$ cat src/rtl/icpf_pkg.sv
// ----------------------------------------------------------------------------
// icpf_pkg
// Shared widths, payload types and helpers for the in-circle point filter.
// ----------------------------------------------------------------------------
package icpf_pkg;

  localparam int COORD_W   = 24;
  localparam int ID_W      = 24;

  // point-relative coordinate, its products, lifted terms and 2x2 minors
  localparam int DIFF_W    = COORD_W + 1;
  localparam int PROD_W    = 2 * DIFF_W;
  localparam int WIDE_W    = PROD_W + 1;

  // split of a wide operand for the 3x3 expansion products
  localparam int LO_W      = DIFF_W;
  localparam int HI_W      = WIDE_W - LO_W;
  localparam int HH_W      = 2 * HI_W;
  localparam int LL_W      = 2 * LO_W;
  localparam int HL_W      = HI_W + LO_W + 1;
  localparam int MID_W     = HL_W + 1;
  localparam int TERM_W    = HH_W + LL_W;
  localparam int DET_W     = TERM_W + 2;

  localparam int NUM_TERMS = 3;

  localparam int S_DATA_W  = ((ID_W + 8 * COORD_W + 7) / 8) * 8;
  localparam int M_DATA_W  = ((ID_W + 7) / 8) * 8;

  typedef struct packed {
    logic            present;
    logic [ID_W-1:0] id;
  } icpf_tag_t;

  typedef struct packed {
    icpf_tag_t                 tag;
    logic signed [WIDE_W-1:0]  la;
    logic signed [WIDE_W-1:0]  lb;
    logic signed [WIDE_W-1:0]  lc;
    logic signed [WIDE_W-1:0]  m1;
    logic signed [WIDE_W-1:0]  m2;
    logic signed [WIDE_W-1:0]  m3;
  } icpf_minor_t;

  typedef struct packed {
    logic            keep;
    logic [ID_W-1:0] id;
  } icpf_res_t;

  function automatic logic signed [DIFF_W-1:0] rel_coord(
    input logic [COORD_W-1:0] v,
    input logic [COORD_W-1:0] p
  );
    rel_coord = $signed({v[COORD_W-1], v}) - $signed({p[COORD_W-1], p});
  endfunction

  function automatic logic signed [WIDE_W-1:0] widen_prod(
    input logic [PROD_W-1:0] v
  );
    widen_prod = $signed({v[PROD_W-1], v});
  endfunction

endpackage

$ cat src/rtl/icpf_out_skid.sv
// ----------------------------------------------------------------------------
// icpf_out_skid
// Output register plus one skid entry; the pipeline advance is registered.
// ----------------------------------------------------------------------------
module icpf_out_skid
  import icpf_pkg::*;
(
  input  logic       clk,
  input  logic       rst,
  input  logic       in_valid,
  input  icpf_res_t  in_res,
  output logic       advance,
  output logic       out_valid,
  output icpf_res_t  out_res,
  input  logic       out_ready
);

  logic      skid_full;
  icpf_res_t skid_res;
  logic      push;
  logic      pop;

  assign advance = !skid_full;
  assign push    = in_valid && advance;
  assign pop     = out_valid && out_ready;

  always_ff @(posedge clk) begin
    if (rst) begin
      out_valid <= 1'b0;
      skid_full <= 1'b0;
    end else if (skid_full) begin
      if (pop) begin
        skid_full <= 1'b0;
      end
    end else if (push) begin
      if (out_valid && !pop) begin
        skid_full <= 1'b1;
      end else begin
        out_valid <= 1'b1;
      end
    end else if (pop) begin
      out_valid <= 1'b0;
    end
  end

  always_ff @(posedge clk) begin
    if (skid_full) begin
      if (pop) begin
        out_res <= skid_res;
      end
    end else if (push) begin
      if (out_valid && !pop) begin
        skid_res <= in_res;
      end else begin
        out_res <= in_res;
      end
    end
  end

endmodule

$ cat config.mk
export PLATFORM = sky130hd
export DESIGN_NAME = icpf_out_skid
export DESIGN_NICKNAME = d
export VERILOG_FILES = /design/src/rtl/icpf_pkg.sv /design/src/rtl/icpf_out_skid.sv
export SDC_FILE = /design/constraint.sdc
export NUM_CORES = 1
export LEC_CHECK = 0
export BUFFER_PORTS_ARGS = -buffer_cell sky130_fd_sc_hd__buf_2
export CELL_PAD_IN_SITES_DETAIL_PLACEMENT = 0
export CELL_PAD_IN_SITES_GLOBAL_PLACEMENT = 1
export CORE_MARGIN = 4
export CORE_UTILIZATION = 37
export DETAILED_ROUTE_END_ITERATION = 12
export PLACE_DENSITY = 0.68
export SLEW_MARGIN = 25
export SYNTH_ARGS = -nofsm -noshare
export SYNTH_HDL_FRONTEND = slang
export SYNTH_SLANG_ARGS = --single-unit
$ cat constraint.sdc
create_clock -name clk -period 3.02 [get_ports clk]
set_input_delay 0.604 -clock clk [delete_from_list [all_inputs] [get_ports clk]]
set_output_delay 0.604 -clock clk [all_outputs]
set_load 0.01 [all_outputs]
Word level (Yosys, flattened, before mapping)

Index checks and enable logic that the tools add are counted.

Register bits after elaboration: 52
Input bits: 29
Output and inout port bits: 27
Word-level logic and storage cells: 31

Eq/ne operators: 3
Mux-type cells: 11
Bitwise logic cells: 1
Reductions and logical operators: 10

Operator list:

| operator                                      | count |
|---|---|
| 2-to-1 mux 25 bit                             | 4 |
| AND reduction 3 bit                           | 3 |
| 2-to-1 mux 1 bit                              | 7 |
| != test 2 bit, second input constant          | 2 |
| nonzero test 2 bit                            | 2 |
| logical AND 1 bit                             | 3 |
| zero test 1 bit                               | 2 |
| != test 2 x 1 -> 1 bit, second input constant | 1 |
| inverter 1 bit                                | 1 |

Longest topological paths before layout

Word-level depth: 6
Gate-level depth with buffers: 3

Worst setup path after synthesis

No wires, ideal clock.

Path type: input -> register
From: input port in_valid
To: register out_res[0] in the netlist's numbering (enable)
Setup time: 0.415 ns
Arrival time: 1.922 ns
Required time: 2.605 ns
Slack: 0.682 ns
Stages: 2
Path buffers: 0
Path through: mux2i_1 a21oi_1

Word-level cells in the longest chain between the ends: 3

RTL lines:

| item                          | RTL line            | source |
|---|---|---|
| start, declared               | icpf_out_skid.sv:10 | `input logic in_valid,` |
| logical AND 1 bit             | icpf_out_skid.sv:24 | `assign push = in_valid && advance;` |
| nonzero test 2 bit (no line)  | n/a                 |  |
| AND reduction 3 bit (no line) | n/a                 |  |
| end signal, assigned          | icpf_out_skid.sv:49 | `out_res <= skid_res;` |
| end signal, assigned          | icpf_out_skid.sv:55 | `out_res <= in_res;` |
| end, declared                 | icpf_out_skid.sv:14 | `output icpf_res_t out_res,` |

Every way passes these cells.
A chain may end at the register's enable or synchronous reset.

Worst setup path after layout

From: register skid_full
To: output port advance

Word-level cells in the longest chain between the ends: 1

RTL lines:

| item                   | RTL line            | source |
|---|---|---|
| start, declared        | icpf_out_skid.sv:18 | `logic skid_full;` |
| start signal, assigned | icpf_out_skid.sv:30 | `skid_full <= 1'b0;` |
| start signal, assigned | icpf_out_skid.sv:33 | `skid_full <= 1'b0;` |
| start signal, assigned | icpf_out_skid.sv:37 | `skid_full <= 1'b1;` |
| zero test 1 bit        | icpf_out_skid.sv:23 | `assign advance = !skid_full;` |
| end, declared          | icpf_out_skid.sv:12 | `output logic advance,` |

Every way passes these cells.

==> impl_results.md <==
- WL/cell: around 15 microns
- Post-synthesis to final-layout area growth: 24.6%
- Leading cell types by total area after synthesis: sky130_fd_sc_hd__edfxtp_1 (78%), sky130_fd_sc_hd__mux2_2 (15%), sky130_fd_sc_hd__dfxtp_1 (2.1%)
- Buffers & Inverters on Critical Path: 2
- Length of routed met2 wiring: 1370 microns
- Combinational family with the most area after synthesis: multiplexers
- Final core utilization: between 40 and 50%
- Final cell count without fillers: between 200 and 250
- Avg Inst Size Synth: between 20 and 25 sq um
- Class of the most critical hold timing path: in2reg
- Max-Slew Margin vs Limit: 59.3%
- Switching pwr: about 320 uW
- Sw frac: between 20 and 25%
- Pleak: ~0.9 nW
- DRC violations left: 0
- Max-slew violation count: 0
- HPWL Detailed: between 2000 and 2500 microns
- Post-synthesis sequential element count: 52
- Slew at the pin closest to its max-slew limit: slightly above 0.6 ns
- Family with the most delay on the worst path: flip-flops
- Proportion of power drawn by the clock network: about 33%
- Clock tree sinks: 52
- Antenna diodes: 0
- H-Tree Depth: 2
- Starting density of the core: between 30% and 40%
- Chip height: around 80 microns
- Final worst path period share: about 63%
- Weighted congestion reported at the end of routability-driven placement: 0.765
- Number of instances in the placed design: roughly 210
- Antenna-violating nets left: 0
- Unrepaired setup endpoints after global routing: false
- Final critical-path required period: roughly 1.9 ns
- Antenna violations before repair: 0
- Synth Area in XOR/XNOR: 0%
- Post-cts sizing count: 0
- Standard cell with the maximum stage delay on the critical path: sky130_fd_sc_hd__dfxtp_1
- Most area-hungry cell type in the Yosys netlist: sky130_fd_sc_hd__edfxtp_1
- Clock latency reported for the late side of the worst-skew pair: about 0.30 ns
- IO Pins: 56
- Top-area cell type share of the netlist area: between 70 and 80%
- Internal power: roughly 1.2 mW
- Ordered cell list for the critical path: inv_1 -> buf_2
- Met3 routed WL: 289 microns
- Final net count: roughly 180
- Share of synthesized cell area in full adder, half adder and majority cells: 0%
- Number of violations of the max-capacitance limit: 0
- Number of instances in the synthesized netlist: 91
- Logic pwr share: 9.4%
- Number of global-route vias before repair: approximately 1000
- Total track usage: a little over a tenth
- Synthesized-area fraction occupied by ao, oa, aoi and oai cells: 1.36%
- Mapped Nets: 120
- Horizontal die dimension: 80.1 microns
- Total number of yosys warnings: 0
- Maximum fanout encountered on the critical timing path: 15
- Slowest stage delay, CP: just over 0.7 ns
- CTS tree: yes
- Number of endpoints with negative hold slack in the final report: 0
- Type of destination of the critical path: output pin
- Share of final-layout standard cells stronger than drive strength 1: about three fifths
- Total number of placement rows: 25
- Post-Route WL: 3270 microns
- Core region area: roughly 5000 sq um
- Start-to-end type of the worst setup path: reg2out
- First-pass iteration count of the detailed router: 4
- Routed via count: 998
- Setup TNS: 0 ns
- Final Setup Violations: 0
- Sequential area share after synthesis: between 80% and 90%
- Setup Buffers After CTS: 0
- Run status: completed
- Kind of start point of the critical path: flop
- IR drop worst, VDD: around 330 uV
- Die area: ~6400 sq um
- Sum of overflow across all layers after global routing: 0
- Maximum number of pins on one net before global-route repair: 18
- Worst EP required: 2.42 ns
- Clock-pin slew on the worst setup and hold paths: about 0.1 ns
- Cell variety after synth: 12
- CTS hold repair buffers: 0
- Worst Hold Margin: a little under 0.5 ns
- Quantity of I/O buffers inserted on ports: 55
- DR iter-0 viols: 44
- Skew final: 0.0104 ns
- Vias per cell: about 4.5
- Multiplexer share of the synthesized area: 15.1%
- Met1 wire length: about 1600 microns
- Total power divided by cell area: 614 nW/um^2
- Arrival time reported for the critical path endpoint: roughly 1.3 ns
- Cts bufs inserted: 5
- Maximum clock rate: 522 MHz
- Buffers from clock root to sink, at most: 2
- Cell area after synthesis: 1930 sq um
- Sequential Power Share: between 50% and 60%
- Buffer cell driving the clock tree root: sky130_fd_sc_hd__clkbuf_8
- Simple-gate share of the synthesized area: 1.10%
- Wire length of the first global-routing pass: 5150 microns
- Highest Signal Layer: met4
-- layout make-up --
class / instances / area, sq um
well taps: 67 / 83.8
clock inverters: 3 / 46.3
repair buffers: 59 / 305
clock buffers: 5 / 68.8
fillers: 447 / 2480
multi-input cells: 33 / 343
inverters: 3 / 11.3
flip-flops and latches: 52 / 1540
-- cell usage in the layout, fill, tap and decap left out, types with 2 or more instances in the layout --
master / instances
sky130_fd_sc_hd__edfxtp_1: 50
sky130_fd_sc_hd__mux2_2: 25
sky130_fd_sc_hd__inv_1: 3
sky130_fd_sc_hd__dfxtp_1: 2
sky130_fd_sc_hd__buf_4: 4
sky130_fd_sc_hd__buf_2: 55
sky130_fd_sc_hd__clkbuf_8: 5
-- power by group through the flow --
stage	logic, mW	registers, mW	clock network (mW)
finish	0.138	0.856	0.479
global route	0.152	0.861	0.525
CTS	0.142	0.857	0.495
detailed placement	0.141	0.873	0
global placement	0.138	0.872	0
floorplan	0.0587	0.888	0
-- worst register-to-register path, stage by stage, from the launching register on --
cell                      delay [ns]
sky130_fd_sc_hd__dfxtp_1        0.51
sky130_fd_sc_hd__inv_1          0.15
sky130_fd_sc_hd__and4_1         0.52
sky130_fd_sc_hd__buf_4          0.31
-- cells by family (layout without fill, tap and decap cells) --
kind of cell | Yosys count | in the layout
multiplexers | 26 | 26
flip-flops | 52 | 52
AO/OA/AOI/OAI | 4 | 4
buffers and inverters | 6 | 70
AND/OR/NAND/NOR | 3 | 3
-- metal layers --
metal,global-route usage (%),up-vias
met5,0,-
met4,3.55,0
met3,4.26,5
met2,14.8,40
met1,15.2,472
li1,-,481
-- sequential cells by signal, indices dropped and copies added (netlist names) --
name	flops
out_res	25
out_valid	1
skid_full	1
skid_res	25
-- per-stage QoR --
step	area, sq um	total power, mW	worst slack (ns)
2_1_floorplan	1930	0.947	0.682
3_3_place_gp	2280	1.01	1.08
3_5_place_dp	2280	1.01	1.05
4_1_cts	2400	1.49	1.07
5_1_grt	2400	1.54	1.00
6_report	2400	1.47	1.10
-- worst paths after layout --
check	startpoint	end	slack, ns	cells after the start
setup reg to reg	skid_full	skid_res[22]	1.23	3
setup / recovery	skid_full	advance	1.10	2
hold reg to reg	skid_res[11]	out_res[11]	0.55	1
hold / removal	in_res[19]	skid_res[19]	0.48	1
-- cells in the mapped netlist --
| master | instances |
|---|---|
| sky130_fd_sc_hd__mux2_2 | 25 |
| sky130_fd_sc_hd__and4_1 | 1 |
| sky130_fd_sc_hd__inv_1 | 3 |
| sky130_fd_sc_hd__a211oi_1 | 1 |
| sky130_fd_sc_hd__mux2i_1 | 1 |
| sky130_fd_sc_hd__nor2b_1 | 1 |
| sky130_fd_sc_hd__buf_6 | 3 |
| sky130_fd_sc_hd__o32ai_1 | 1 |
| sky130_fd_sc_hd__a21oi_1 | 2 |
| sky130_fd_sc_hd__dfxtp_1 | 2 |
| sky130_fd_sc_hd__nand2b_1 | 1 |
| sky130_fd_sc_hd__edfxtp_1 | 50 |
Power figures use the tool's default switching activity.
